<file path="config.mk">
export PLATFORM = sky130hd
export DESIGN_NAME = slip_frame_receiver_crc16_unit
export DESIGN_NICKNAME = d
export VERILOG_FILES = /design/src/rtl/sfrc_pkg.sv /design/src/rtl/sfrc_front.sv /design/src/rtl/sfrc_fifo.sv /design/src/rtl/sfrc_back.sv /design/src/rtl/slip_frame_receiver_crc16_unit.sv
export VERILOG_INCLUDE_DIRS = /design/src /design/src/rtl
export SDC_FILE = /design/constraint.sdc
export NUM_CORES = 1
export LEC_CHECK = 0
export ABC_CLOCK_PERIOD_IN_PS = 6100
export BUFFER_PORTS_ARGS = -buffer_cell sky130_fd_sc_hd__buf_2
export CAP_MARGIN = 20
export CORE_UTILIZATION = 45
export DETAILED_ROUTE_END_ITERATION = 8
export MAX_ROUTING_LAYER = met4
export PLACE_DENSITY = 0.7
export RECOVER_POWER = 25
export SKIP_CTS_REPAIR_TIMING = 1
export SKIP_LAST_GASP = 1
export SYNTH_ARGS = -nofsm -noshare
export SYNTH_HDL_FRONTEND = slang
export SYNTH_SLANG_ARGS = --single-unit
</file>
<file path="constraint.sdc">
create_clock -name aclk -period 6.1 [get_ports aclk]
set_clock_uncertainty 0.2 [all_clocks]
set_input_delay 0.305 -clock aclk [delete_from_list [all_inputs] [get_ports aclk]]
set_output_delay 0.305 -clock aclk [all_outputs]
set_load 0.1 [all_outputs]
</file>
<file path="src/rtl/slip_frame_receiver_crc16_unit_defines.svh">
// assertion macros for the top file, which checks itself
`ifndef SLIP_FRAME_RECEIVER_CRC16_UNIT_DEFINES_SVH
`define SLIP_FRAME_RECEIVER_CRC16_UNIT_DEFINES_SVH

// same-cycle implication, disabled while reset is low
`define SFRC_ASSERT_NOW(name, clk, rst_n, ante, cons) \
    name: assert property (@(posedge clk) disable iff (!rst_n) (ante) |-> (cons)) \
        else $error("sfrc check failed: same cycle");

// next-cycle implication, disabled while reset is low
`define SFRC_ASSERT_NEXT(name, clk, rst_n, ante, cons) \
    name: assert property (@(posedge clk) disable iff (!rst_n) (ante) |=> (cons)) \
        else $error("sfrc check failed: next cycle");

`endif

</file>
<file path="src/rtl/sfrc_pkg.sv">
package sfrc_pkg;

    // frame size limit and counter widths
    localparam int MAX_FRAME = 4096;
    localparam int LEN_W     = $clog2(MAX_FRAME + 2);
    localparam int FLEN_W    = 13;
    localparam logic [LEN_W-1:0] RAW_LIMIT = LEN_W'(MAX_FRAME);

    // queue depth between front and back
    localparam int QDEPTH = 4;
    localparam int QPTR_W = $clog2(QDEPTH);
    localparam int QCNT_W = $clog2(QDEPTH + 1);

    // status codes
    localparam logic [2:0] ST_GOOD     = 3'd0;
    localparam logic [2:0] ST_CRC_ERR  = 3'd1;
    localparam logic [2:0] ST_LEN_ERR  = 3'd2;
    localparam logic [2:0] ST_BAD_ESC  = 3'd3;
    localparam logic [2:0] ST_SHORT    = 3'd4;
    localparam logic [2:0] ST_TOO_LONG = 3'd5;

    // one entry of the queue: a data byte or an end-of-frame summary
    typedef struct packed {
        logic              is_end;
        logic [7:0]        data;
        logic [FLEN_W-1:0] len;
        logic [2:0]        pre_status;  // too long, short or bad escape, else good
        logic              few_bytes;   // fewer than two unescaped bytes
        logic              len_bad;     // length field check failed
        logic [15:0]       rx_crc;
    } sfrc_item_t;

    // queue status seen by front and back
    typedef struct packed {
        logic full;
        logic empty;
    } sfrc_qstat_t;

endpackage

</file>
<file path="src/rtl/sfrc_front.sv">
module sfrc_front (
    input  logic                 aclk,
    input  logic                 aresetn,
    input  logic                 s_tvalid,
    output logic                 s_tready,
    input  logic [7:0]           s_tdata,   // [7:0] in_byte
    input  sfrc_pkg::sfrc_qstat_t qstat,
    output logic                 push,
    output sfrc_pkg::sfrc_item_t push_item
);

    localparam logic [7:0] FRAME_END = 8'hC0;
    localparam logic [7:0] ESC       = 8'hDB;
    localparam logic [7:0] ESC_END   = 8'hDC;
    localparam logic [7:0] ESC_ESC   = 8'hDD;
    localparam int         LW        = sfrc_pkg::LEN_W;

    localparam logic [LW-1:0] RAW_LIMIT_C = sfrc_pkg::RAW_LIMIT;

    logic          in_frame_reg, in_frame_next;
    logic          esc_reg, esc_next;
    logic          bad_esc_reg, bad_esc_next;
    logic [LW-1:0] raw_cnt_reg, raw_cnt_next;
    logic [LW-1:0] unesc_cnt_reg, unesc_cnt_next;
    logic [7:0]    held0_reg, held0_next;
    logic [7:0]    held1_reg, held1_next;
    logic [15:0]   len_field_reg, len_field_next;

    logic          accept;
    logic [LW-1:0] raw_inc;
    logic [7:0]    ubyte;
    logic          have_byte;

    assign s_tready = !qstat.full;
    assign accept   = s_tvalid && s_tready;

    // frame tracking, unescaping and the two-byte hold line
    always_comb begin
        in_frame_next  = in_frame_reg;
        esc_next       = esc_reg;
        bad_esc_next   = bad_esc_reg;
        raw_cnt_next   = raw_cnt_reg;
        unesc_cnt_next = unesc_cnt_reg;
        held0_next     = held0_reg;
        held1_next     = held1_reg;
        len_field_next = len_field_reg;
        push           = 1'b0;
        push_item      = '0;
        ubyte          = s_tdata;
        have_byte      = 1'b0;
        raw_inc        = (raw_cnt_reg <= RAW_LIMIT_C) ? raw_cnt_reg + LW'(1) : raw_cnt_reg;

        if (accept) begin
            if (s_tdata == FRAME_END) begin
                // close the frame in progress with a summary entry
                if (in_frame_reg && raw_cnt_reg != '0) begin
                    push                 = 1'b1;
                    push_item.is_end     = 1'b1;
                    push_item.len        = (unesc_cnt_reg >= LW'(2))
                                         ? sfrc_pkg::FLEN_W'(unesc_cnt_reg - LW'(2)) : '0;
                    push_item.rx_crc     = {held0_reg, held1_reg};
                    push_item.few_bytes  = unesc_cnt_reg < LW'(2);
                    push_item.len_bad    = (unesc_cnt_reg < LW'(6))
                                         || (len_field_reg != 16'(unesc_cnt_reg - LW'(6)));
                    if (raw_cnt_reg > RAW_LIMIT_C) begin
                        push_item.pre_status = sfrc_pkg::ST_TOO_LONG;
                    end else if (raw_cnt_reg < LW'(6)) begin
                        push_item.pre_status = sfrc_pkg::ST_SHORT;
                    end else if (bad_esc_reg || esc_reg) begin
                        push_item.pre_status = sfrc_pkg::ST_BAD_ESC;
                    end else begin
                        push_item.pre_status = sfrc_pkg::ST_GOOD;
                    end
                end
                // open a fresh frame unless the current one is still empty
                if (!in_frame_reg || raw_cnt_reg != '0) begin
                    in_frame_next  = 1'b1;
                    esc_next       = 1'b0;
                    bad_esc_next   = 1'b0;
                    raw_cnt_next   = '0;
                    unesc_cnt_next = '0;
                    held0_next     = '0;
                    held1_next     = '0;
                    len_field_next = '0;
                end
            end else if (in_frame_reg) begin
                raw_cnt_next = raw_inc;
                if (raw_inc <= RAW_LIMIT_C) begin
                    if (esc_reg) begin
                        esc_next  = 1'b0;
                        have_byte = 1'b1;
                        if (s_tdata == ESC_END) begin
                            ubyte = FRAME_END;
                        end else if (s_tdata == ESC_ESC) begin
                            ubyte = ESC;
                        end else begin
                            bad_esc_next = 1'b1;
                        end
                    end else if (s_tdata == ESC) begin
                        esc_next = 1'b1;
                    end else begin
                        have_byte = 1'b1;
                    end
                end
                if (have_byte) begin
                    // bytes 2 and 3 carry the big-endian length field
                    if (unesc_cnt_reg == LW'(2)) begin
                        len_field_next = {ubyte, 8'h00};
                    end else if (unesc_cnt_reg == LW'(3)) begin
                        len_field_next = {len_field_reg[15:8], ubyte};
                    end
                    if (unesc_cnt_reg >= LW'(2)) begin
                        push           = 1'b1;
                        push_item.data = held0_reg;
                        push_item.len  = sfrc_pkg::FLEN_W'(unesc_cnt_reg - LW'(1));
                    end
                    held0_next     = held1_reg;
                    held1_next     = ubyte;
                    unesc_cnt_next = unesc_cnt_reg + LW'(1);
                end
            end
        end
    end

    // state registers
    always_ff @(posedge aclk) begin
        if (!aresetn) begin
            in_frame_reg  <= 1'b0;
            esc_reg       <= 1'b0;
            bad_esc_reg   <= 1'b0;
            raw_cnt_reg   <= '0;
            unesc_cnt_reg <= '0;
            held0_reg     <= '0;
            held1_reg     <= '0;
            len_field_reg <= '0;
        end else begin
            in_frame_reg  <= in_frame_next;
            esc_reg       <= esc_next;
            bad_esc_reg   <= bad_esc_next;
            raw_cnt_reg   <= raw_cnt_next;
            unesc_cnt_reg <= unesc_cnt_next;
            held0_reg     <= held0_next;
            held1_reg     <= held1_next;
            len_field_reg <= len_field_next;
        end
    end

endmodule

</file>
<file path="src/rtl/sfrc_fifo.sv">
module sfrc_fifo (
    input  logic                  aclk,
    input  logic                  aresetn,
    input  logic                  push,
    input  sfrc_pkg::sfrc_item_t  push_item,
    input  logic                  pop,
    output sfrc_pkg::sfrc_item_t  pop_item,
    output sfrc_pkg::sfrc_qstat_t qstat
);

    localparam int PW = sfrc_pkg::QPTR_W;
    localparam int CW = sfrc_pkg::QCNT_W;

    sfrc_pkg::sfrc_item_t slots_reg [sfrc_pkg::QDEPTH];
    logic [PW-1:0] wr_ptr_reg, wr_ptr_next;
    logic [PW-1:0] rd_ptr_reg, rd_ptr_next;
    logic [CW-1:0] count_reg, count_next;

    assign qstat.full  = count_reg == CW'(sfrc_pkg::QDEPTH);
    assign qstat.empty = count_reg == '0;
    assign pop_item    = slots_reg[rd_ptr_reg];

    // pointer and fill bookkeeping
    always_comb begin
        wr_ptr_next = push ? wr_ptr_reg + PW'(1) : wr_ptr_reg;
        rd_ptr_next = pop ? rd_ptr_reg + PW'(1) : rd_ptr_reg;
        count_next  = count_reg;
        if (push && !pop) begin
            count_next = count_reg + CW'(1);
        end else if (pop && !push) begin
            count_next = count_reg - CW'(1);
        end
    end

    always_ff @(posedge aclk) begin
        if (!aresetn) begin
            wr_ptr_reg <= '0;
            rd_ptr_reg <= '0;
            count_reg  <= '0;
        end else begin
            wr_ptr_reg <= wr_ptr_next;
            rd_ptr_reg <= rd_ptr_next;
            count_reg  <= count_next;
        end
    end

    // entry storage
    always_ff @(posedge aclk) begin
        if (push) begin
            slots_reg[wr_ptr_reg] <= push_item;
        end
    end

endmodule

</file>
<file path="src/rtl/sfrc_back.sv">
module sfrc_back (
    input  logic                  aclk,
    input  logic                  aresetn,
    input  sfrc_pkg::sfrc_item_t  pop_item,
    input  sfrc_pkg::sfrc_qstat_t qstat,
    output logic                  pop,
    output logic                  m_tvalid,
    input  logic                  m_tready,
    output logic [23:0]           m_tdata,  // [7:0] out_byte, [10:8] status, [23:11] frame_length
    output logic                  m_tlast   // is_end
);

    localparam logic [15:0] CRC_POLY = 16'h8005;

    logic        valid_reg, valid_next;
    logic [23:0] data_reg;
    logic        last_reg;
    logic [15:0] crc_reg, crc_next;
    logic [2:0]  end_status;

    // one byte of crc-16, msb first
    function automatic logic [15:0] crc_byte(input logic [15:0] crc, input logic [7:0] b);
        logic [15:0] c;
        c = crc ^ {b, 8'h00};
        for (int k = 0; k < 8; k++) begin
            c = c[15] ? ({c[14:0], 1'b0} ^ CRC_POLY) : {c[14:0], 1'b0};
        end
        return c;
    endfunction

    assign pop      = !qstat.empty && (!valid_reg || m_tready);
    assign m_tvalid = valid_reg;
    assign m_tdata  = data_reg;
    assign m_tlast  = last_reg;

    // final status of a closing frame
    always_comb begin
        if (pop_item.pre_status != sfrc_pkg::ST_GOOD) begin
            end_status = pop_item.pre_status;
        end else if (pop_item.few_bytes || pop_item.rx_crc != crc_reg) begin
            end_status = sfrc_pkg::ST_CRC_ERR;
        end else if (pop_item.len_bad) begin
            end_status = sfrc_pkg::ST_LEN_ERR;
        end else begin
            end_status = sfrc_pkg::ST_GOOD;
        end
    end

    // crc runs over data entries and restarts after each summary
    always_comb begin
        crc_next = crc_reg;
        if (pop) begin
            crc_next = pop_item.is_end ? 16'h0000 : crc_byte(crc_reg, pop_item.data);
        end
        valid_next = pop ? 1'b1 : (m_tready ? 1'b0 : valid_reg);
    end

    always_ff @(posedge aclk) begin
        if (!aresetn) begin
            valid_reg <= 1'b0;
            crc_reg   <= '0;
        end else begin
            valid_reg <= valid_next;
            crc_reg   <= crc_next;
        end
    end

    // output register
    always_ff @(posedge aclk) begin
        if (pop) begin
            last_reg <= pop_item.is_end;
            if (pop_item.is_end) begin
                data_reg <= {pop_item.len, end_status, 8'h00};
            end else begin
                data_reg <= {pop_item.len, sfrc_pkg::ST_GOOD, pop_item.data};
            end
        end
    end

endmodule

</file>
<file path="src/rtl/slip_frame_receiver_crc16_unit.sv">
// channel   dir   tdata fields (low bit up)                      tlast
// s_        in    in_byte[7:0]                                   -
// m_        out   out_byte[7:0] status[10:8] frame_length[23:11] is_end
//
// one raw byte is taken per cycle while the queue has room; a result leaves
// through a four-entry queue and a registered output stage.
// the front stalls (s_tready low) only while the queue is full.
// crc updates one whole byte per cycle; both sides run one item a cycle unless stalled.
// reset: aresetn synchronous, active low; hunts for the first delimiter afterwards.
`include "slip_frame_receiver_crc16_unit_defines.svh"

module slip_frame_receiver_crc16_unit (
    input  logic        aclk,
    input  logic        aresetn,
    input  logic        s_tvalid,
    output logic        s_tready,
    input  logic [7:0]  s_tdata,   // [7:0] in_byte
    output logic        m_tvalid,
    input  logic        m_tready,
    output logic [23:0] m_tdata,   // [7:0] out_byte, [10:8] status, [23:11] frame_length
    output logic        m_tlast    // is_end
);

    sfrc_pkg::sfrc_item_t  push_item;
    sfrc_pkg::sfrc_item_t  pop_item;
    sfrc_pkg::sfrc_qstat_t qstat;
    logic                  push;
    logic                  pop;
    logic [2:0]            m_status;
    logic                  data_fields_ok;
    logic                  status_fields_ok;

    // deframing and classification
    sfrc_front u_front (
        .aclk      (aclk),
        .aresetn   (aresetn),
        .s_tvalid  (s_tvalid),
        .s_tready  (s_tready),
        .s_tdata   (s_tdata),
        .qstat     (qstat),
        .push      (push),
        .push_item (push_item)
    );

    // decoupling queue
    sfrc_fifo u_fifo (
        .aclk      (aclk),
        .aresetn   (aresetn),
        .push      (push),
        .push_item (push_item),
        .pop       (pop),
        .pop_item  (pop_item),
        .qstat     (qstat)
    );

    // crc check and output stage
    sfrc_back u_back (
        .aclk     (aclk),
        .aresetn  (aresetn),
        .pop_item (pop_item),
        .qstat    (qstat),
        .pop      (pop),
        .m_tvalid (m_tvalid),
        .m_tready (m_tready),
        .m_tdata  (m_tdata),
        .m_tlast  (m_tlast)
    );

    // output field checks
    assign m_status         = m_tdata[10:8];
    assign data_fields_ok   = (m_status == sfrc_pkg::ST_GOOD) && (m_tdata[23:11] != '0);
    assign status_fields_ok = (m_status <= sfrc_pkg::ST_TOO_LONG) && (m_tdata[7:0] == 8'h00);

    // checks
    `SFRC_ASSERT_NOW(a_no_push_full, aclk, aresetn, push, !qstat.full)
    `SFRC_ASSERT_NEXT(a_pop_fills_out, aclk, aresetn, !qstat.empty && m_tready, m_tvalid)
    `SFRC_ASSERT_NOW(a_data_item_fields, aclk, aresetn, m_tvalid && !m_tlast, data_fields_ok)
    `SFRC_ASSERT_NOW(a_status_range, aclk, aresetn, m_tvalid && m_tlast, status_fields_ok)

endmodule
</file>
== Yosys cells after proc, flatten, opt, wreduce, memory -nomap -nowiden ==
Memory sizes are Yosys's and may differ from the RTL's. A register that Yosys moved wholly into a read port is not among the register bits.
Cells that the tools add are included.
Storage, ports and cells
  memories: 1
  output and inout port bits: 27
  flip-flop bits (word level): 110
  RAM bits: 172
  input bits: 12
  word-level logic and storage cells: 171
Cells by class
  multiplexer cells: 81
  equal/unequal tests: 12
  bitwise logic cells: 9
  reductions and logical operators: 34
  $add $sub $neg: 9
  order comparisons: 7
Memories
  u_fifo.slots_reg: depth 4, bits a word 43, rd ports 1, clocked after memory_dff 1, wr ports 1, RTL line sfrc_fifo.sv:14  | sfrc_pkg::sfrc_item_t slots_reg [sfrc_pkg::QDEPTH];
Operators by type and width (count)
  16-bit two-way mux: 14
  13-bit two-way mux: 9
  8-bit two-way mux: 13
  21-bit two-way mux: 4
  43-bit two-way mux: 1
  34-bit two-way mux: 1
  8-bit == test, second input constant: 4
  16-bit inequality test: 2
  1-bit two-way mux: 29
  13-bit by 1-bit adder with 13-bit output, second input constant: 2
  13-bit by 2-bit == test with 1-bit output, second input constant: 2
  13-bit <= comparator, second input constant: 2
  13-bit by 3-bit < comparator with 1-bit output, second input constant: 2
  3-bit NOT: 8
  3-bit two-way mux: 6
  16-bit bitwise XOR: 1
  2-bit nonzero test: 7
  13-bit by 3-bit subtractor with 14-bit output, second input constant: 1
  13-bit by 2-bit greater-or-equal comparator with 1-bit output, second input constant: 1
  13-bit > comparator, second input constant: 1
  13-bit by 2-bit < comparator with 1-bit output, second input constant: 1
  13-bit nonzero test: 1
  13-bit by 1-bit subtractor with 13-bit output, second input constant: 1
  13-bit by 2-bit subtractor with 13-bit output, second input constant: 1
  16 further kinds: 38

== Logic depth before layout (Yosys ltp) ==
Gate-level depths: netlist of run 1.
  depth after elaboration: 18
  mapped depth: 15
  gate-level depth less buffers: 14

== By module ==
Synthesis of run 1 repeated with hierarchy kept, for this count alone.
Second synthesis, totals
  cells, all modules: 1000
  area total of the unflattened synthesis: 12986.2 um^2
Modules (own cells, without submodules)
  sfrc_fifo: area an instance 6705.2 um^2, sequential area each 5345.1 um^2, times used 1, cells an instance 268
  sfrc_front: area an instance 4346.7 um^2, sequential area each 1221.2 um^2, times used 1, cells an instance 581
  sfrc_back: area an instance 1934.4 um^2, sequential area each 1091.0 um^2, times used 1, cells an instance 151

== Worst setup path before layout of run 1 ==
No wires, ideal clock.
  path type: register to register
  start point: register u_front.raw_cnt_reg[7]
  end point: memory u_fifo.slots_reg[0][0] in the netlist's numbering (enable)
  slack: 1.473 ns
  required time: 5.451 ns
  stages on the path, launching flop included: 9
  arrival time: 3.978 ns
  period minus slack after synthesis: 4.627 ns
  setup time: 0.449 ns
  path buffers: 1
  cells stage by stage: dfxtp_1 -> clkbuf_1 -> nand2_1 -> nor4_2 -> mux2i_1 -> o2111ai_1 -> o21ai_1 -> a31oi_2 -> nor2b_1
On the way
  longest elaborated chain between the ends: 13
  elaborated cells on any way between the ends: 17
  classes of those cells: add/sub: 1; order compare: 2; mux: 12; reduce/logical: 2
RTL lines
  start, declared: RTL line sfrc_front.sv:23  | logic [LW-1:0] raw_cnt_reg, raw_cnt_next;
  start signal, assigned: RTL line sfrc_front.sv:140  | raw_cnt_reg <= raw_cnt_next;
  13-bit by 1-bit adder with 13-bit output or 13-bit <= comparator (tied branches): RTL line sfrc_front.sv:51  | raw_inc = (raw_cnt_reg <= RAW_LIMIT_C) ? raw_cnt_reg + LW'(1) : raw_cnt_reg;
  13-bit two-way mux: RTL line sfrc_front.sv:51
  13-bit <= comparator: RTL line sfrc_front.sv:88  | if (raw_inc <= RAW_LIMIT_C) begin
  1-bit two-way mux: RTL line sfrc_front.sv:88
  1-bit two-way mux: RTL line sfrc_front.sv:86  | end else if (in_frame_reg) begin
  1-bit two-way mux: RTL line sfrc_front.sv:54  | if (s_tdata == FRAME_END) begin
  1-bit two-way mux: RTL line sfrc_front.sv:53  | if (accept) begin
  1-bit two-way mux: RTL line sfrc_front.sv:105  | if (have_byte) begin
  1-bit two-way mux: RTL line sfrc_front.sv:86
  1-bit two-way mux (*): RTL line sfrc_front.sv:54
  1-bit two-way mux (*): RTL line sfrc_front.sv:53
  1-bit two-way mux (*): RTL line sfrc_fifo.sv:49  | if (push) begin
  1-bit two-way mux (not written as such) (*): RTL line sfrc_fifo.sv:50  | slots_reg[wr_ptr_reg] <= push_item;
  end, declared: RTL line sfrc_fifo.sv:14
Mark *: on every way between the ends. The rest lies on a longest branch, timed or not. The select of a mux whose other input is x is not followed.

==> summary.json, run 1 <==
{
  "run_status": {
    "outcome": "finished, violations left",
    "violated_checks": "capacitance limit, slew limit"
  },
  "timing": {
    "finalHoldViolations": 0,
    "worst-slew-pin-transition_ns": 1.97,
    "period_needed_ns": 4.65,
    "drv_slew": 57,
    "achievable-frequency_mhz": 215,
    "timing.max_slew.rel_slack_pct": -31.6,
    "rsz0062_at_grt": "false",
    "final.hold.worst_slack_ns": 0.215,
    "final_min_period_over_clock_period_pct": 76.3,
    "finalSetupViolCount": 0,
    "setup_tns_ns": 0
  },
  "critical_path": {
    "reg2reg_slack_ns": 1.45,
    "crit_fanout": 24,
    "worstSetupStartpointType": "register",
    "timing.setup.critical_path_class": "register to register",
    "data_arrival_time_of_the_critical_path_ns": 4.75,
    "worst_setup_path_end_kind": "register",
    "reg2reg_depth": 9,
    "timing.rr.end": "u_back.m_tdata[8]",
    "cp_data_required_time_ns": 6.20
  },
  "floorplanning": {
    "core_area_sq_um": 27800,
    "die-height_um": 170,
    "die-area_sq_um": 28900,
    "die_width_um": 170,
    "floorplan.initialDensity_pct": 45.8,
    "num_rows": 61,
    "pin_count": 39
  },
  "global_routing": {
    "grt_max_degree": 71,
    "grt_pass1_wl_mm": 42.9,
    "grt_antenna_before_repair": 0,
    "globalRoute.totalOverflow": 0,
    "grt_resource_usage_total_pct": 19.7,
    "vias_in_the_first_global_route": 7627
  },
  "yosys": {
    "synthFlopType": "sky130_fd_sc_hd__edfxtp_1",
    "yosysSeqAreaShare_pct": 60.2,
    "synth.cell_area_sq_um": 12700,
    "yosys_register_bits": 284,
    "synth.top_cell.area_share_pct": 46.5,
    "synth_area_leaders": "sky130_fd_sc_hd__edfxtp_1 46%, sky130_fd_sc_hd__dfxtp_1 14%, sky130_fd_sc_hd__mux4_2 6.2%, sky130_fd_sc_hd__xnor2_1 3.4%, sky130_fd_sc_hd__nor2b_1 2.1%",
    "synthCells": 961,
    "post-synth-top-count-cell": "sky130_fd_sc_hd__edfxtp_1",
    "synthTopCellsByCount": "197 x sky130_fd_sc_hd__edfxtp_1, 87 x sky130_fd_sc_hd__dfxtp_1, 65 x sky130_fd_sc_hd__nand2_1",
    "synth_area_leader_cell": "sky130_fd_sc_hd__edfxtp_1",
    "synth.distinct_cells": 75,
    "ys_warn_count": 0,
    "avgSynthCellArea_sq_um": 13.2,
    "synth-edff-count": 197,
    "postSynthNetCount": 987,
    "synth_async_sr_flop_share_pct": 0
  },
  "final_layout": {
    "postLayoutCellArea_sq_um": 14200,
    "areaGrowthSynthToFinish_pct": 11.6,
    "antenna_cells": 0,
    "post_route_cells_drive_above_1_share_pct": 12.3,
    "number_of_flip_flops_in_the_largest_register": 172,
    "post_layout_net_count": 1022,
    "layout.core_utilization_pct": 51.1
  },
  "placed_design": {
    "dp.final_hpwl_mm": 18.0,
    "io_buffer_count": 38,
    "placed_cell_area_sq_um": 13300,
    "final_weighted_congestion_of_routability_driven_global_placement": 0.890
  },
  "pwr": {
    "peakVddDrop_mv": 0.208,
    "powerDensity_nw_per_um2": 382,
    "power.leakage_nw": 4.46,
    "finalPower_mw": 5.43
  },
  "drt": {
    "post-route-drc-count": 0,
    "drt_first_iter_violations": 719,
    "detail_route.wirelength_mm": 27.3,
    "wl_met1_mm": 12.1,
    "top_signal_layer_used": "met4",
    "wl_met3_mm": 1.46,
    "drtPass1Iterations": 8,
    "drtAntennaViolNets": 0,
    "wl_met2_mm": 13.2,
    "num_vias": 7965,
    "drt-vias-per-instance": 5.71,
    "wl_per_cell_um": 19.6
  },
  "clock_tree": {
    "clock_sinks": 284,
    "cts.root.buffer_cell": "sky130_fd_sc_hd__clkbuf_16",
    "tritoncts": "yes",
    "maximum_number_of_buffers_from_clock_root_to_sink": 3,
    "clk_pin_slew_worst_paths_ns": 0.06,
    "clk_latency_ns": 0.55,
    "cts_made_buffers": 28,
    "cts_max_level": 1
  },
  "hold_path": {
    "hold_depth": 4,
    "hold_class": "input pin to register",
    "worstHoldEndpoint": "u_front.in_frame_reg",
    "min_from": "s_tvalid"
  },
  "job": {
    "max_cap_violations": 2
  }
}
==> critical path, cell delays in order, from the launching register on <==
cell,delay [ns]
sky130_fd_sc_hd__dfxtp_1,0.55
sky130_fd_sc_hd__clkbuf_1,1.45
sky130_fd_sc_hd__buf_4,0.52
sky130_fd_sc_hd__mux4_1,0.67
sky130_fd_sc_hd__xnor2_1,0.18
sky130_fd_sc_hd__nand4_1,0.11
sky130_fd_sc_hd__nor3_1,0.21
sky130_fd_sc_hd__a21oi_1,0.11
sky130_fd_sc_hd__nor2b_1,0.16
sky130_fd_sc_hd__o21a_1,0.20
==> metrics by stage <==
step	cells	setup slack [ns]
detailed placement	1334	1.66
CTS	1386	1.66
floorplan	961	1.47
global placement	1334	1.82
finish	1396	1.45
global route	1396	0.976
==> how the worst max path moves through the flow <==
stage	endpoint	slack [ns]	start
floorplan	u_fifo.slots_reg[0][0]	1.47	u_front.raw_cnt_reg[7]
global placement	u_fifo.slots_reg[1][34]	1.82	u_front.raw_cnt_reg[12]
detailed placement	u_fifo.count_reg[2]	1.66	u_front.raw_cnt_reg[12]
CTS	u_fifo.count_reg[2]	1.66	u_front.raw_cnt_reg[12]
global route	u_back.crc_reg[15]	0.98	register
finish	u_back.m_tdata[8]	1.45	register
==> cell families (layout without fill, tap and decap cells) <==
group / count (synthesis) / in the layout / synth area share [%]
AOI/OAI and AO/OA: 168 / 168 / 9.30
DFF: 284 / 284 / 60.2
adders and majority gates: 14 / 14 / 1.44
and+or+nand+nor: 301 / 301 / 12.9
xor gates and xnor gates: 71 / 71 / 5.55
buffers and inverters: 76 / 133 / 2.47
muxes: 47 / 47 / 8.17
==> routing by layer <==
layer / vias to the layer above / GRT usage [%]
li1: 3717 / -
met1: 3953 / 26.6
met2: 248 / 31.6
met3: 47 / 2.63
met4: 0 / 4.78
met5: - / -
==> where the power goes <==
group	internal, mW	switching, mW	leakage, nW	total, mW
Clock	0.926	0.721	0.421	1.65
Combinational	0.399	1.08	1.69	1.48
Sequential	2.20	0.103	2.34	2.31
==> layout make-up <==
class / count / area, sq um
clock inverters: 14 / 113
repair buffers: 59 / 328
inverters: 22 / 82.6
flip-flops and latches: 284 / 7660
well taps: 378 / 473
multi-input cells: 601 / 4770
clock buffers: 38 / 768
fillers: 2381 / 13600
==> layout by cell type (no fill, tap or decap), types with 9 or more instances in the layout <==
| master | Yosys | routed |
|---|---|---|
| sky130_fd_sc_hd__nor4_1 | 9 | 10 |
| sky130_fd_sc_hd__and2_0 | 1 | 14 |
| sky130_fd_sc_hd__nand3_1 | 20 | 20 |
| sky130_fd_sc_hd__nor3_1 | 20 | 20 |
| sky130_fd_sc_hd__o21ai_0 | 36 | 35 |
| sky130_fd_sc_hd__ha_1 | 13 | 13 |
| sky130_fd_sc_hd__nor2b_1 | 43 | 39 |
| sky130_fd_sc_hd__nand4_1 | 20 | 20 |
| sky130_fd_sc_hd__a22oi_1 | 19 | 19 |
| sky130_fd_sc_hd__a21boi_0 | 12 | 12 |
| sky130_fd_sc_hd__clkbuf_1 | 44 | 37 |
| sky130_fd_sc_hd__a21oi_1 | 27 | 27 |
| sky130_fd_sc_hd__buf_4 | 0 | 10 |
| sky130_fd_sc_hd__and3_1 | 19 | 19 |
| sky130_fd_sc_hd__clkbuf_16 | 0 | 28 |
| sky130_fd_sc_hd__dfxtp_1 | 87 | 86 |
| sky130_fd_sc_hd__buf_2 | 4 | 10 |
| sky130_fd_sc_hd__mux4_2 | 35 | 35 |
| sky130_fd_sc_hd__dlygate4sd3_1 | 0 | 9 |
| sky130_fd_sc_hd__nand2_1 | 65 | 65 |
| sky130_fd_sc_hd__xor2_1 | 13 | 13 |
| sky130_fd_sc_hd__and2_1 | 39 | 26 |
| sky130_fd_sc_hd__nor2_1 | 35 | 35 |
| sky130_fd_sc_hd__inv_1 | 21 | 21 |
| sky130_fd_sc_hd__xnor2_1 | 50 | 50 |
| sky130_fd_sc_hd__edfxtp_1 | 197 | 197 |
(Power assumes the default switching activity.)
==> inputs of run 2 (changes only) <==
- ABC_CLOCK_PERIOD_IN_PS: 6100 -> 4300
- clock period: 6.1 -> 4.3 ns (I/O delays scaled with it)
==> run 2 against run 1 <==
Against the previous run:
- the flow now finishes without violations
- power grew 49%
- critical path type is now input pin to register
- final area up 1.2%
- largest power group unchanged
- critical endpoint is now u_fifo.slots_reg[0][30]
- core utilization is 0.60 points higher
- combinational power is 58% higher
- sequential power increased by 42%
==> summary.json, run 2 (synthesized netlist as in run 1, its figures left out) <==
{
  "critical_path": {
    "reg2reg_slack": {"value": 0.56, "unit": "ns", "change": "-0.89 ns"},
    "cp_data_required_time": {"value": 4.34, "unit": "ns", "change": "-1.86 ns"},
    "data_arrival_time_of_the_critical_path": {"value": 3.88, "unit": "ns", "change": "-0.87 ns"},
    "timing.setup.critical_path_class": "input pin to register",
    "worst_path_max_delay_cell": "sky130_fd_sc_hd__a311oi_1",
    "crit_fanout": {"value": 22, "change": "-8.3%"},
    "cp_num_buf_inv": {"value": 5, "change": "+3"},
    "critical-path-top-cell-by-count": "sky130_fd_sc_hd__clkbuf_1",
    "worst_setup_path_end_kind": "register",
    "worst_path_largest_cell_delay": {"value": 0.66, "unit": "ns", "change": "-0.79 ns"},
    "path_cells": "dlygate4sd3_1 -> clkbuf_1 -> nor4_1 -> and3_1 -> nand4_1 -> clkbuf_1 -> inv_1 -> buf_4 -> nand2_1 -> nand3_1 -> a21oi_1 -> a311oi_1",
    "category_of_cells_accounting_for_the_largest_share_of_critical_path_delay": "simple AND/OR/NAND/NOR gates",
    "worstSetupStartpointType": "input pin"
  },
  "clock_tree": {
    "cts_max_level": {"value": 1, "change": "unchanged"},
    "maximum_number_of_buffers_from_clock_root_to_sink": {"value": 3, "change": "unchanged"},
    "clk_pin_slew_worst_paths": {"value": 0.06, "unit": "ns", "change": "about the same"},
    "tritoncts": "yes",
    "cts.root.buffer_cell": "sky130_fd_sc_hd__clkbuf_16",
    "clock_sinks": {"value": 284, "change": "unchanged"},
    "clk_latency": {"value": 0.54, "unit": "ns", "change": "about the same"},
    "cts_made_buffers": {"value": 28, "change": "unchanged"}
  },
  "pwr": {
    "total_switching_power": {"value": 2.77, "unit": "mW", "change": "+46%"},
    "peakVddDrop": {"value": 0.330, "unit": "mV", "change": "+59%"},
    "power.leakage": {"value": 4.61, "unit": "nW", "change": "+3.5%"},
    "powerDensity": {"value": 564, "unit": "nW/um^2", "change": "+47%"},
    "power.share.sequential": {"value": 40.5, "unit": "%", "change": "-2.0 points"},
    "swShare": {"value": 34.2, "unit": "%", "change": "-0.82 points"},
    "cellInternalPower": {"value": 5.33, "unit": "mW", "change": "+51%"},
    "power_frac_comb": {"value": 28.9, "unit": "%", "change": "+1.7 points"},
    "power_frac_clock": {"value": 30.6, "unit": "%", "change": "+0.3 points"}
  },
  "placed_design": {
    "dp.final_hpwl": {"value": 18.1, "unit": "mm", "change": "+0.51%"},
    "placed_cells": {"value": 1347, "change": "+0.97%"},
    "io_buffer_count": {"value": 38, "change": "unchanged"},
    "place_worst_setup_slack": {"value": 0.556, "unit": "ns", "change": "-1.11 ns"},
    "final_weighted_congestion_of_routability_driven_global_placement": {"value": 0.894, "change": "+0.48%"}
  },
  "global_routing": {
    "globalRoute.totalOverflow": {"value": 0, "change": "unchanged"},
    "grt_pass1_wl": {"value": 43.3, "unit": "mm", "change": "+1.0%"},
    "vias_in_the_first_global_route": {"value": 7648, "change": "+0.28%"},
    "grt_resource_usage_total": {"value": 20.0, "unit": "%", "change": "+0.26 points"},
    "grt_max_degree": {"value": 44, "change": "-38%"},
    "grt_antenna_before_repair": {"value": 0, "change": "unchanged"}
  },
  "floorplanning": {
    "num_rows": {"value": 61, "change": "unchanged"},
    "die-area": {"value": 28900, "unit": "sq um", "change": "unchanged"},
    "floorplan.initialDensity": {"value": 45.8, "unit": "%", "change": "unchanged"},
    "die-height": {"value": 170, "unit": "um", "change": "unchanged"},
    "pin_count": {"value": 39, "change": "unchanged"},
    "core_area": {"value": 27800, "unit": "sq um", "change": "unchanged"},
    "die_width": {"value": 170, "unit": "um", "change": "unchanged"}
  },
  "job": {
    "max_cap_violations": {"value": 0, "change": "-2"}
  },
  "drt": {
    "wl_met2": {"value": 12.9, "unit": "mm", "change": "-1.7%"},
    "detail_route.wirelength": {"value": 27.3, "unit": "mm", "change": "about the same"},
    "wl_met3": {"value": 1.44, "unit": "mm", "change": "-1.6%"},
    "num_vias": {"value": 7980, "change": "+0.19%"},
    "drt-vias-per-instance": {"value": 5.66, "change": "-0.74%"},
    "wl_met1": {"value": 12.5, "unit": "mm", "change": "+3.4%"},
    "drtAntennaViolNets": {"value": 0, "change": "unchanged"},
    "wl_per_cell": {"value": 19.4, "unit": "um", "change": "-0.84%"},
    "top_signal_layer_used": "met4",
    "drtPass1Iterations": {"value": 5, "change": "-3"},
    "drt_first_iter_violations": {"value": 693, "change": "-3.6%"},
    "post-route-drc-count": {"value": 0, "change": "unchanged"}
  },
  "timing": {
    "drv_slew": {"value": 0, "change": "-100%"},
    "timing.max_slew.rel_slack": {"value": 13.8, "unit": "%", "change": "+45 points"},
    "finalHoldViolations": {"value": 0, "change": "unchanged"},
    "finalSetupViolCount": {"value": 0, "change": "unchanged"},
    "layout_setup_ws": {"value": 0.460, "unit": "ns", "change": "-0.988 ns"},
    "worst-slew-pin-transition": {"value": 1.29, "unit": "ns", "change": "-0.680 ns"},
    "final.hold.worst_slack": {"value": 0.146, "unit": "ns", "change": "-0.0696 ns"},
    "achievable-frequency_mhz": 260,
    "rsz0062_at_grt": "false",
    "period_needed_ns": 3.84,
    "final_min_period_over_clock_period_pct": 89.3
  },
  "final_layout": {
    "number_of_flip_flops_in_the_largest_register": {"value": 172, "change": "unchanged"},
    "fin_cells": {"value": 1409, "change": "+0.93%"},
    "sequential_cell_area_in_the_final_layout": {"value": 7660, "unit": "sq um", "change": "unchanged"},
    "mostFrequentLayoutCell": "sky130_fd_sc_hd__edfxtp_1",
    "nFillCells": {"value": 2374, "change": "-0.29%"},
    "antenna_cells": {"value": 0, "change": "unchanged"},
    "post_layout_net_count": {"value": 1035, "change": "+1.3%"},
    "areaGrowthSynthToFinish_pct": 12.9,
    "post_route_cells_drive_above_1_share": {"value": 13.2, "unit": "%", "change": "+0.91 points"},
    "commonest_non_fill_non_tap_cells_in_the_layout": "197 x sky130_fd_sc_hd__edfxtp_1, 86 x sky130_fd_sc_hd__dfxtp_1, 65 x sky130_fd_sc_hd__nand2_1, 50 x sky130_fd_sc_hd__xnor2_1, 39 x sky130_fd_sc_hd__nor2b_1",
    "multi_input_area": {"value": 4780, "unit": "sq um", "change": "+0.13%"}
  },
  "run_status": {
    "outcome": "completed"
  },
  "hold_path": {
    "hold_class": "input pin to register"
  }
}
run 2: cell types whose count changed in the layout (fill, tap and decap cells not counted):
cell	previous run	this run
sky130_fd_sc_hd__o21ai_0	35	36
sky130_fd_sc_hd__clkbuf_1	37	36
sky130_fd_sc_hd__dlygate4sd3_1	9	10
sky130_fd_sc_hd__o21ai_1	3	2
sky130_fd_sc_hd__clkbuf_8	3	2
sky130_fd_sc_hd__bufinv_16	1	4
sky130_fd_sc_hd__buf_4	10	19
sky130_fd_sc_hd__and2_1	26	24
sky130_fd_sc_hd__nor4_1	10	9
sky130_fd_sc_hd__clkinv_4	0	1
sky130_fd_sc_hd__clkinv_1	4	7
sky130_fd_sc_hd__and2_0	14	16
sky130_fd_sc_hd__nor4_2	1	2
sky130_fd_sc_hd__clkinv_2	5	3
run 2: worst paths after layout:
check,start,endpoint,cells after the start
hold reg to reg,u_back.m_tvalid,u_back.m_tvalid,2
hold / removal,s_tvalid,u_front.in_frame_reg,4
setup reg to reg,u_front.raw_cnt_reg[2],u_fifo.count_reg[2],13
setup / recovery,s_tdata[3],u_fifo.slots_reg[0][30],12
run 2: power groups by stage:
stage / logic, mW / clock network, mW / registers, mW
6_report: 2.34 / 2.48 / 3.28
5_1_grt: 2.47 / 2.63 / 3.31
4_1_cts: 2.40 / 2.53 / 3.27
3_5_place_dp: 2.40 / 0 / 3.33
3_3_place_gp: 2.38 / 0 / 3.32
2_1_floorplan: 1.17 / 0 / 4.18
run 2: layout make-up:
cell class	count	area share, %
Sequential cell	284	53.3
Multi-Input combinational cell	601	33.3
Clock buffer	33	5.15
Tap cell	378	3.29
Timing Repair Buffer	72	2.90
Clock inverter	19	1.48
Inverter	22	0.575
run 2: worst min-delay path, delay by kind of cell:
family / cells / cell delay, ns
AOI/OAI and AO/OA: 1 / 0.21
and+or+nand+nor: 2 / 0.30
buffers and inverters: 1 / 0.11
run 2: layer usage:
layer / up-vias / GRT usage, %
li1: 3735 / -
met1: 3971 / 27.7
met2: 233 / 31.3
met3: 41 / 3.14
met4: 0 / 3.84
met5: - / -
run 2: through the flow:
stage	instance area [sq um]	utilization (%)	total power [mW]	setup TNS [ns]
final	14400	51.7	8.10	0
after global routing	14400	51.7	8.40	0
after CTS	14300	51.5	8.21	0
after detailed placement	13400	48.1	5.73	0
after global placement	13400	48.1	5.71	0
after floorplan	12700	-	5.34	-56.28
==> inputs of run 3 (changes only) <==
- CORE_ASPECT_RATIO: unset -> 2
- SLEW_MARGIN: unset -> 20
==> run 3 against run 2 <==
Against the previous run:
- wire length rose by 4.2%
- power fell by 3.4%
- register-to-register slack got worse by 0.20 ns
- sequential power barely moved
- sequential share of layout area rose by 0.47 points
- core utilization fell by 0.21 points
- critical path type is now register to register
- highest routed layer unchanged
==> summary.json, run 3 (synthesized netlist as in run 1, its figures left out) <==
{
  "floorplanning": {
    "num_rows": {"value": 86, "change": "+41%"},
    "die_width": {"value": 121, "unit": "um", "change": "-29%"},
    "die-height": {"value": 240, "unit": "um", "change": "+41%"},
    "pin_count": {"value": 39, "change": "unchanged"},
    "die-area": {"value": 29000, "unit": "sq um", "change": "+0.14%"},
    "core_area": {"value": 27700, "unit": "sq um", "change": "-0.46%"},
    "floorplan.initialDensity": {"value": 46.0, "unit": "%", "change": "+0.21 points"}
  },
  "clock_tree": {
    "cts_max_level": {"value": 1, "change": "unchanged"},
    "maximum_number_of_buffers_from_clock_root_to_sink": {"value": 3, "change": "unchanged"},
    "clock_sinks": {"value": 284, "change": "unchanged"},
    "cts_made_buffers": {"value": 24, "change": "-14%"},
    "clk_latency": {"value": 0.53, "unit": "ns", "change": "about the same"},
    "clk_pin_slew_worst_paths": {"value": 0.07, "unit": "ns", "change": "about the same"},
    "tritoncts": "yes",
    "cts.root.buffer_cell": "sky130_fd_sc_hd__clkbuf_16"
  },
  "timing": {
    "achievable-frequency": {"value": 254, "unit": "MHz", "change": "-2.4%"},
    "period_needed": {"value": 3.94, "unit": "ns", "change": "+0.0959 ns"},
    "rsz0062_at_grt": "false",
    "timing.max_slew.rel_slack": {"value": 14.1, "unit": "%", "change": "+0.27 points"},
    "finalSetupViolCount": {"value": 0, "change": "unchanged"},
    "drv_slew": {"value": 0, "change": "unchanged"},
    "worst-slew-pin-transition": {"value": 1.29, "unit": "ns", "change": "+0.00150 ns"},
    "final_min_period_over_clock_period": {"value": 91.5, "unit": "%", "change": "+2.2 points"},
    "finalHoldViolations": {"value": 0, "change": "unchanged"}
  },
  "global_routing": {
    "grt_pass1_wl": {"value": 44.6, "unit": "mm", "change": "+2.9%"},
    "grt_antenna_before_repair": {"value": 0, "change": "unchanged"},
    "grt_max_degree": {"value": 44, "change": "unchanged"},
    "grt_resource_usage_total": {"value": 20.9, "unit": "%", "change": "+0.98 points"},
    "globalRoute.totalOverflow": {"value": 0, "change": "unchanged"},
    "vias_in_the_first_global_route": {"value": 8141, "change": "+6.4%"}
  },
  "critical_path": {
    "worst_path_largest_cell_delay": {"value": 0.62, "unit": "ns", "change": "-0.04 ns"},
    "critical-path-top-cell-by-count": "sky130_fd_sc_hd__inv_1",
    "worst_path_max_delay_cell": "sky130_fd_sc_hd__nor4_1",
    "cp_data_required_time": {"value": 4.55, "unit": "ns", "change": "+0.21 ns"},
    "worst_setup_path_end_kind": "register",
    "crit_fanout": {"value": 11, "change": "-50%"},
    "cp_num_buf_inv": {"value": 2, "change": "-3"},
    "path_cells": "nand4b_1 -> nor4_1 -> mux2i_1 -> o2111ai_1 -> o21ai_1 -> a31oi_2 -> inv_1 -> ha_1 -> inv_1 -> fa_1 -> xor2_1 -> or3_1 -> a21boi_0",
    "worstSetupStartpointType": "register",
    "timing.setup.critical_path_class": "register to register",
    "category_of_cells_accounting_for_the_largest_share_of_critical_path_delay": "simple AND/OR/NAND/NOR gates",
    "data_arrival_time_of_the_critical_path": {"value": 4.19, "unit": "ns", "change": "+0.31 ns"}
  },
  "placed_design": {
    "placed_cells": {"value": 1326, "change": "-1.6%"},
    "dp.final_hpwl": {"value": 20.0, "unit": "mm", "change": "+11%"},
    "io_buffer_count": {"value": 38, "change": "unchanged"},
    "final_weighted_congestion_of_routability_driven_global_placement": {"value": 0.947, "change": "+5.8%"},
    "placed_cell_area": {"value": 13400, "unit": "sq um", "change": "+0.41%"}
  },
  "pwr": {
    "total_switching_power": {"value": 2.75, "unit": "mW", "change": "-0.63%"},
    "finalPower": {"value": 7.82, "unit": "mW", "change": "-3.4%"},
    "cellInternalPower": {"value": 5.07, "unit": "mW", "change": "-4.8%"},
    "power_frac_clock": {"value": 27.9, "unit": "%", "change": "-2.7 points"},
    "powerDensity": {"value": 550, "unit": "nW/um^2", "change": "-2.6%"},
    "power.share.sequential": {"value": 42.0, "unit": "%", "change": "+1.5 points"},
    "power.leakage": {"value": 4.59, "unit": "nW", "change": "-0.52%"},
    "peakVddDrop": {"value": 0.353, "unit": "mV", "change": "+7.3%"},
    "swShare": {"value": 35.2, "unit": "%", "change": "+0.98 points"},
    "power_frac_comb": {"value": 30.1, "unit": "%", "change": "+1.2 points"}
  },
  "hold_path": {
    "hold_class": "input pin to register"
  },
  "run_status": {
    "outcome": "completed"
  },
  "final_layout": {
    "post_route_cells_drive_above_1_share": {"value": 13.1, "unit": "%", "change": "-0.046 points"},
    "areaGrowthSynthToFinish_pct": 11.9,
    "postLayoutCellArea": {"value": 14200, "unit": "sq um", "change": "-0.87%"},
    "mostFrequentLayoutCell": "sky130_fd_sc_hd__edfxtp_1",
    "fin_cells": {"value": 1379, "change": "-2.1%"},
    "number_of_flip_flops_in_the_largest_register": {"value": 172, "change": "unchanged"},
    "commonest_non_fill_non_tap_cells_in_the_layout": "197 x sky130_fd_sc_hd__edfxtp_1, 86 x sky130_fd_sc_hd__dfxtp_1, 65 x sky130_fd_sc_hd__nand2_1, 50 x sky130_fd_sc_hd__xnor2_1, 39 x sky130_fd_sc_hd__nor2b_1",
    "antenna_cells": {"value": 0, "change": "unchanged"},
    "post_layout_net_count": {"value": 1035, "change": "unchanged"}
  },
  "drt": {
    "detail_route.wirelength": {"value": 28.5, "unit": "mm", "change": "+4.2%"},
    "num_vias": {"value": 7950, "change": "-0.38%"},
    "post-route-drc-count": {"value": 0, "change": "unchanged"},
    "drtAntennaViolNets": {"value": 0, "change": "unchanged"},
    "wl_per_cell": {"value": 20.7, "unit": "um", "change": "+6.5%"},
    "drtPass1Iterations": {"value": 5, "change": "unchanged"},
    "drt-vias-per-instance": {"value": 5.77, "change": "+1.8%"},
    "drt_first_iter_violations": {"value": 513, "change": "-26%"}
  },
  "job": {
    "max_cap_violations": {"value": 0, "change": "unchanged"}
  }
}
## run 3: cell types whose count changed in the layout (fill, tap and decap cells not counted), moves of 2 or more
| cell | previous run | this run |
|---|---|---|
| sky130_fd_sc_hd__clkinvlp_4 | 4 | 1 |
| sky130_fd_sc_hd__clkbuf_16 | 28 | 26 |
| sky130_fd_sc_hd__buf_12 | 0 | 4 |
| sky130_fd_sc_hd__bufinv_16 | 4 | 1 |
| sky130_fd_sc_hd__clkinv_1 | 7 | 3 |
| sky130_fd_sc_hd__clkinv_2 | 3 | 7 |
## run 3: layout make-up
cell class	count	area, sq um
inverter	22	82.6
tap	352	440
sequential	284	7660
multi-input combinational	601	4770
timing repair buffer	76	490
clock inverter	12	88.8
clock buffer	32	703
fill	2307	13400
## run 3: worst reg2reg max path, cell delays in order (launching register included)
cell                        delay (ns)
sky130_fd_sc_hd__dfxtp_1          0.50
sky130_fd_sc_hd__nand4b_1         0.34
sky130_fd_sc_hd__nor4_1           0.62
sky130_fd_sc_hd__mux2i_1          0.29
sky130_fd_sc_hd__o2111ai_1        0.15
sky130_fd_sc_hd__o21ai_1          0.23
sky130_fd_sc_hd__a31oi_2          0.13
sky130_fd_sc_hd__inv_1            0.08
sky130_fd_sc_hd__ha_1             0.18
sky130_fd_sc_hd__inv_1            0.07
sky130_fd_sc_hd__fa_1             0.42
sky130_fd_sc_hd__xor2_1           0.15
sky130_fd_sc_hd__or3_1            0.30
sky130_fd_sc_hd__a21boi_0         0.18
## run 3: path summary, 6_finish.rpt
kind | from | endpoint | slack [ns] | cells after the start
worst max-delay path | u_front.raw_cnt_reg[2] | u_fifo.count_reg[2] | 0.36 | 13
worst min-delay path | aresetn | u_front.unesc_cnt_reg[0] | 0.01 | 2
worst max register to register | u_front.raw_cnt_reg[2] | u_fifo.count_reg[2] | 0.36 | 13
worst min register to register | u_front.held1_reg[0] | u_front.held1_reg[0] | 0.28 | 2
## run 3: per-layer routing
layer	track usage [%]	up-vias	routed length, um
li1	-	3734	-
met1	21.1	3890	10200
met2	38.4	233	15800
met3	2.45	93	1090
met4	11.8	0	1410
met5	-	-	0
## run 3: power by group through the flow
stage / clock network (mW) / registers [mW] / logic, mW
after CTS: 2.22 / 3.29 / 2.43
after detailed placement: 0 / 3.35 / 2.42
after floorplan: 0 / 4.18 / 1.17
final: 2.18 / 3.29 / 2.36
after global placement: 0 / 3.34 / 2.41
after global routing: 2.31 / 3.31 / 2.50
## run 3: stage by stage
stage / setup slack [ns] / TNS (ns) / util (%) / hold slack (ns)
floorplan: -0.327 / -56.28 / - / 0.141
global placement: 0.669 / 0 / 48.5 / 0.262
detailed placement: 0.558 / 0 / 48.5 / 0.271
CTS: 0.531 / 0 / 51.4 / -0.250
global route: 0.170 / 0 / 51.5 / 0.0328
finish: 0.364 / 0 / 51.5 / 0.0103
